<file path="src/hw/rtl/irc_pkg.sv">
package irc_pkg;

  // configuration register map
  localparam int unsigned NUM_COEF_REGS = 4;
  localparam int unsigned CFG_IDX_W     = 3;
  localparam int unsigned CFG_DATA_W    = 64;

  typedef enum logic [CFG_IDX_W-1:0] {
    REG_CHAN0 = 3'd0,
    REG_CHAN1 = 3'd1,
    REG_CHAN2 = 3'd2,
    REG_CHAN3 = 3'd3,
    REG_MASK  = 3'd4
  } reg_idx_t;

  localparam logic [3:0] MASK_RESET = 4'd3;

  // fixed-point constants
  localparam logic signed [12:0] TREF_SIXTEENTHS = 13'sd352;
  localparam logic signed [51:0] LOG2_TEN_Q28    = 52'sd891723283;
  localparam logic [31:0] EXP_C0 = 32'd1073741824;
  localparam logic [31:0] EXP_C1 = 32'd747394792;
  localparam logic [31:0] EXP_C2 = 32'd241048959;
  localparam logic [26:0] EXP_C3 = 27'd85298306;
  localparam logic signed [43:0] X_HI = 44'sd655360;
  localparam logic signed [43:0] X_LO = -44'sd524288;
  localparam logic signed [47:0] OUT_MAX = 48'sh7FFF_FFFF_FFFF;

  // coefficients of the selected channel
  typedef struct packed {
    logic signed [31:0] scl;
    logic signed [15:0] ofs;
    logic signed [15:0] tc;
    logic               ph;
  } coef_t;

  // payload carried alongside the arithmetic
  typedef struct packed {
    logic [11:0]        raw;
    logic [15:0]        sense;
    logic               present;
    logic               ph;
    logic signed [43:0] lin;
    logic               big;
    logic               small_x;
  } side_t;

endpackage

</file>
<file path="src/hw/rtl/irc_cfg.sv">
module irc_cfg (
  input  logic                                clk,
  input  logic                                rst,
  input  logic                                cfg_we,
  input  logic [irc_pkg::CFG_IDX_W-1:0]       cfg_index,
  input  logic [irc_pkg::CFG_DATA_W-1:0]      cfg_wdata,
  input  logic [1:0]                          channel,
  output irc_pkg::coef_t                      coef
);

  logic [63:0] coefs [irc_pkg::NUM_COEF_REGS];
  logic [3:0]  mask;

  // register writes
  always_ff @(posedge clk) begin
    if (rst) begin
      for (int i = 0; i < irc_pkg::NUM_COEF_REGS; i++) coefs[i] <= '0;
      mask <= irc_pkg::MASK_RESET;
    end else if (cfg_we) begin
      unique case (cfg_index) inside
        irc_pkg::REG_CHAN0, irc_pkg::REG_CHAN1, irc_pkg::REG_CHAN2,
        irc_pkg::REG_CHAN3: coefs[cfg_index[1:0]] <= cfg_wdata;
        irc_pkg::REG_MASK:  mask <= cfg_wdata[3:0];
        default: ;
      endcase
    end
  end

  // channel select and field unpack
  always_comb begin
    coef.tc  = coefs[channel][15:0];
    coef.ofs = coefs[channel][31:16];
    coef.scl = coefs[channel][63:32];
    coef.ph  = mask[channel];
  end

endmodule

</file>
<file path="config.mk">
export PLATFORM = sky130hd
export DESIGN_NAME = irc_cfg
export DESIGN_NICKNAME = d
export VERILOG_FILES = /design/src/hw/rtl/irc_pkg.sv /design/src/hw/rtl/irc_cfg.sv
export SDC_FILE = /design/constraint.sdc
export NUM_CORES = 1
export LEC_CHECK = 0
export ABC_AREA = 1
export CORE_ASPECT_RATIO = 0.6
export CORE_MARGIN = 5
export CORE_UTILIZATION = 60
export DETAILED_ROUTE_END_ITERATION = 8
export DONT_BUFFER_PORTS = 1
export HOLD_SLACK_MARGIN = 0.06
export PLACE_DENSITY = 0.76
export SLEW_MARGIN = 20
export SYNTH_ARGS = -nofsm -noshare
export SYNTH_HDL_FRONTEND = slang
export SYNTH_SLANG_ARGS = --single-unit
export TNS_END_PERCENT = 50
</file>
<file path="constraint.sdc">
create_clock -name clk -period 5 [get_ports clk]
set_input_delay 1.5 -clock clk [delete_from_list [all_inputs] [get_ports clk]]
set_output_delay 1.5 -clock clk [all_outputs]
set_load 0.01 [all_outputs]
</file>
==> run summary <==
==========================================================================================
Post-route insts no fill ....................................................         1391
Number of synthesized flops with an enable pin ..............................          256
Setup_tns ...................................................................         0 ns
Clk_skew ....................................................................         0 ns
Place WS ....................................................................     1.098 ns
Routability-driven placement congestion ratio ...............................       0.7088
Area of the core ............................................................  19920 sq um
Share of layout cells above drive strength 1 ................................       8.229%
Portion of the post-synthesis area used by sequential elements ..............       64.32%
Instance area at placement ..................................................  12040 sq um
Max rail drop VDD ...........................................................    0.2227 mV
CTS tree ....................................................................         done
XOR/XNOR share of the synthesized area ......................................           0%
Area of the die .............................................................  23160 sq um
Multiplexer share of the synthesized area ...................................           0%
Cell at the root of the clock tree .......................................... sky130_fd_sc_hd__clkbuf_16
Worst setup slack after layout ..............................................     1.446 ns
Worst Path Max Fanout .......................................................          260
Data required time at the worst endpoint ....................................      3.50 ns
Number of search-and-repair iterations in the first detailed-routing pass ...            5
Vias ........................................................................         7327
Library cells used by synthesis .............................................           25
Routed WL per cell ..........................................................     17.41 um
Synth Area in Simple Gates ..................................................       16.17%
Min cycle time layout .......................................................     3.554 ns
Reg clk slew, reported paths ................................................      0.06 ns
H-Tree Level Count ..........................................................            1
Final layout net count ......................................................         1173
Initial standard-cell utilization of the core ...............................       60.62%
Floorplan die width .........................................................     193.1 um
Number of hold violations in the final report ...............................            0
Final setup violating endpoints .............................................            0
Crit path capture type ......................................................   output pin
Max-capacitance violation count .............................................            0
Areal power density over the cells .......................................... 363.1 nW/um^2
Core Util, Final ............................................................       64.22%
Post-synthesis instance total ...............................................         1140
Antenna viol nets, final ....................................................            0
Type of the worst min-delay path ............................................ flop to flop
Overflow left after global routing ..........................................            0
Synth Area per Inst .........................................................  10.59 sq um
Share of synthesized flip-flops with an asynchronous set or reset ...........           0%
Standard-cell rows ..........................................................           40
Non-Filler Cell Area, Final .................................................  12790 sq um
Number of clock sinks .......................................................          260
Start-to-end type of the worst setup path ................................... input pin to output pin
Synth Flop Type ............................................................. sky130_fd_sc_hd__edfxtp_1
Number of buffers added by the clock tree synthesis step ....................           24
Post-synthesis to final-layout area growth ..................................       5.937%
WP data arrival .............................................................      2.05 ns
Launching element type of the critical path .................................    input pin
Slew at the pin closest to its max-slew limit ...............................     1.014 ns
Final total power ...........................................................     4.645 mW
First DRT Iteration DRCs ....................................................          645
Area of the mapped netlist ..................................................  12080 sq um
Net count of the mapped netlist .............................................         1212
LEAKAGE .....................................................................     5.182 nW
Buffers from clock root to sink, at most ....................................            3
Count of state elements after synthesis .....................................          260
Post-DP HPWL ................................................................     13410 um
Number of antenna violations at the first check in global routing ...........            1
Avg Vias per Cell ...........................................................        5.267
Status ...................................................................... complete, no violations
Headroom to the max-slew limit ..............................................       32.38%
Placed Cells incl. Taps .....................................................         1348
Fraction of the mapped netlist area in compound gates .......................       9.512%
Hold-fix buffers at CTS .....................................................            0
Wire length after detailed routing ..........................................     24220 um
Quantity of gates resized following cts .....................................            0
Warnings, synthesis .........................................................            0
Share of synthesized cell area in full adder, half adder and majority cells .           0%
Combinational family with the most area after synthesis ..................... simple AND/OR/NAND/NOR gates
Global-route wire length before repair ......................................     38350 um
RSZ-0062 raised after global routing ........................................           no
Clock insertion delay at the later pin of the skew report ...................      0.50 ns
Via count of the first global-routing pass ..................................         6902
Highest Clock Rate ..........................................................    281.4 MHz
Vert. Die Dim ...............................................................     119.9 um
Setup bufs post-CTS .........................................................            0
Share of the clock period used by the worst path after layout ...............       71.08%
Tot GR Track Use ............................................................       20.97%
Largest net degree at the start of global routing ...........................          261
Slew Limit Fails ............................................................            0
Antenna fix cells ...........................................................            0
Worst-case hold slack .......................................................    0.4668 ns
DRC Markers .................................................................            0
Number of buffers added on ports ............................................            0
Boundary pin count ..........................................................          137
==========================================================================================
## final timing paths
kind,startpoint,to,slack [ns],cells past startpoint
worst min-delay path,mask[0]$_SDFFE_PP1P_,mask[0]$_SDFFE_PP1P_,0.47,2
worst max-delay path,channel[0],coef[31],1.45,3
worst max register to register,mask[3]$_SDFFE_PP0P_,mask[3]$_SDFFE_PP0P_,4.42,2
worst min register to register,mask[0]$_SDFFE_PP1P_,mask[0]$_SDFFE_PP1P_,0.47,2
## state kept, by name (all words and copies together) (netlist names)
name / flops
mask: 4
coefs: 256
## critical path, stage by stage
cell and delay, ns:
sky130_fd_sc_hd__a21oi_1 0.17, sky130_fd_sc_hd__o21ai_0 0.10, sky130_fd_sc_hd__nand2_1 0.21
## synthesized netlist by cell type (2+ instances only)
library cell               number  share of area [%]
sky130_fd_sc_hd__a21oi_1       67                2.8
sky130_fd_sc_hd__buf_1          5               0.16
sky130_fd_sc_hd__buf_12         6               0.99
sky130_fd_sc_hd__buf_2         32                1.3
sky130_fd_sc_hd__buf_6          5               0.47
sky130_fd_sc_hd__clkbuf_1      19               0.59
sky130_fd_sc_hd__dfxtp_1        4               0.66
sky130_fd_sc_hd__edfxtp_1     256                 64
sky130_fd_sc_hd__inv_1        200                6.2
sky130_fd_sc_hd__nand2_1      203                6.3
sky130_fd_sc_hd__nand3_1        6               0.25
sky130_fd_sc_hd__nor2_1       147                4.6
sky130_fd_sc_hd__nor2_4        49                4.6
sky130_fd_sc_hd__nor3_1         2              0.083
sky130_fd_sc_hd__o211ai_1      65                4.0
sky130_fd_sc_hd__o21ai_0       65                2.7
## logic make-up (layout without fill, tap and decap cells)
logic type | Yosys count | count (layout)
flops | 260 | 260
buf+inv | 271 | 249
simple gates | 412 | 412
compound gates | 197 | 197
## placed cells by master (no fill, tap or decap)
cell / Yosys / layout
sky130_fd_sc_hd__a21oi_1: 67 / 67
sky130_fd_sc_hd__buf_4: 1 / 3
sky130_fd_sc_hd__bufinv_16: 0 / 2
sky130_fd_sc_hd__clkbuf_1: 19 / 8
sky130_fd_sc_hd__clkbuf_16: 0 / 25
sky130_fd_sc_hd__clkinv_1: 0 / 6
sky130_fd_sc_hd__clkinv_2: 0 / 2
sky130_fd_sc_hd__dfxtp_1: 4 / 4
sky130_fd_sc_hd__edfxtp_1: 256 / 256
sky130_fd_sc_hd__inv_1: 200 / 200
sky130_fd_sc_hd__inv_2: 1 / 1
sky130_fd_sc_hd__inv_4: 1 / 1
sky130_fd_sc_hd__inv_8: 1 / 1
sky130_fd_sc_hd__nand2_1: 203 / 199
sky130_fd_sc_hd__nand2_2: 1 / 1
sky130_fd_sc_hd__nand2_4: 1 / 4
sky130_fd_sc_hd__nand2_8: 0 / 1
sky130_fd_sc_hd__nand3_1: 6 / 6
sky130_fd_sc_hd__nand3_4: 1 / 1
sky130_fd_sc_hd__nand4_1: 1 / 1
sky130_fd_sc_hd__nor2_1: 147 / 147
sky130_fd_sc_hd__nor2_2: 1 / 1
sky130_fd_sc_hd__nor2_4: 49 / 49
sky130_fd_sc_hd__nor3_1: 2 / 2
sky130_fd_sc_hd__o211ai_1: 65 / 65
sky130_fd_sc_hd__o21ai_0: 65 / 65
## area by class of cell
class                      instances  area (sq um)
sequential                       260          7767
timing repair buffer               3         22.52
tap                              273         341.6
clock buffer                      33         655.6
fill                            1624          7127
multi-input combinational        609          3141
clock inverter                    10         92.59
inverter                         203         772.0
## routing by layer
metal  GRT usage, %  wire length [um]  part of all wire (%)  vias to the layer above
met2          31.74             10960                    45                      185
met3          5.988              1944                   8.0                       25
li1               -                 -                     -                     3636
met5              0                20                 0.083                        -
met1          31.24             11040                    46                     3479
met4          3.183               259                   1.1                        2
## where the power goes
group	switching (mW)	internal, mW	leakage [nW]	total (mW)
logic	0.236	0.0741	2.33	0.310
registers	0.0334	2.54	2.49	2.57
clock network	0.748	1.02	0.363	1.76
Note: power is estimated with default switching activity, not from simulation.
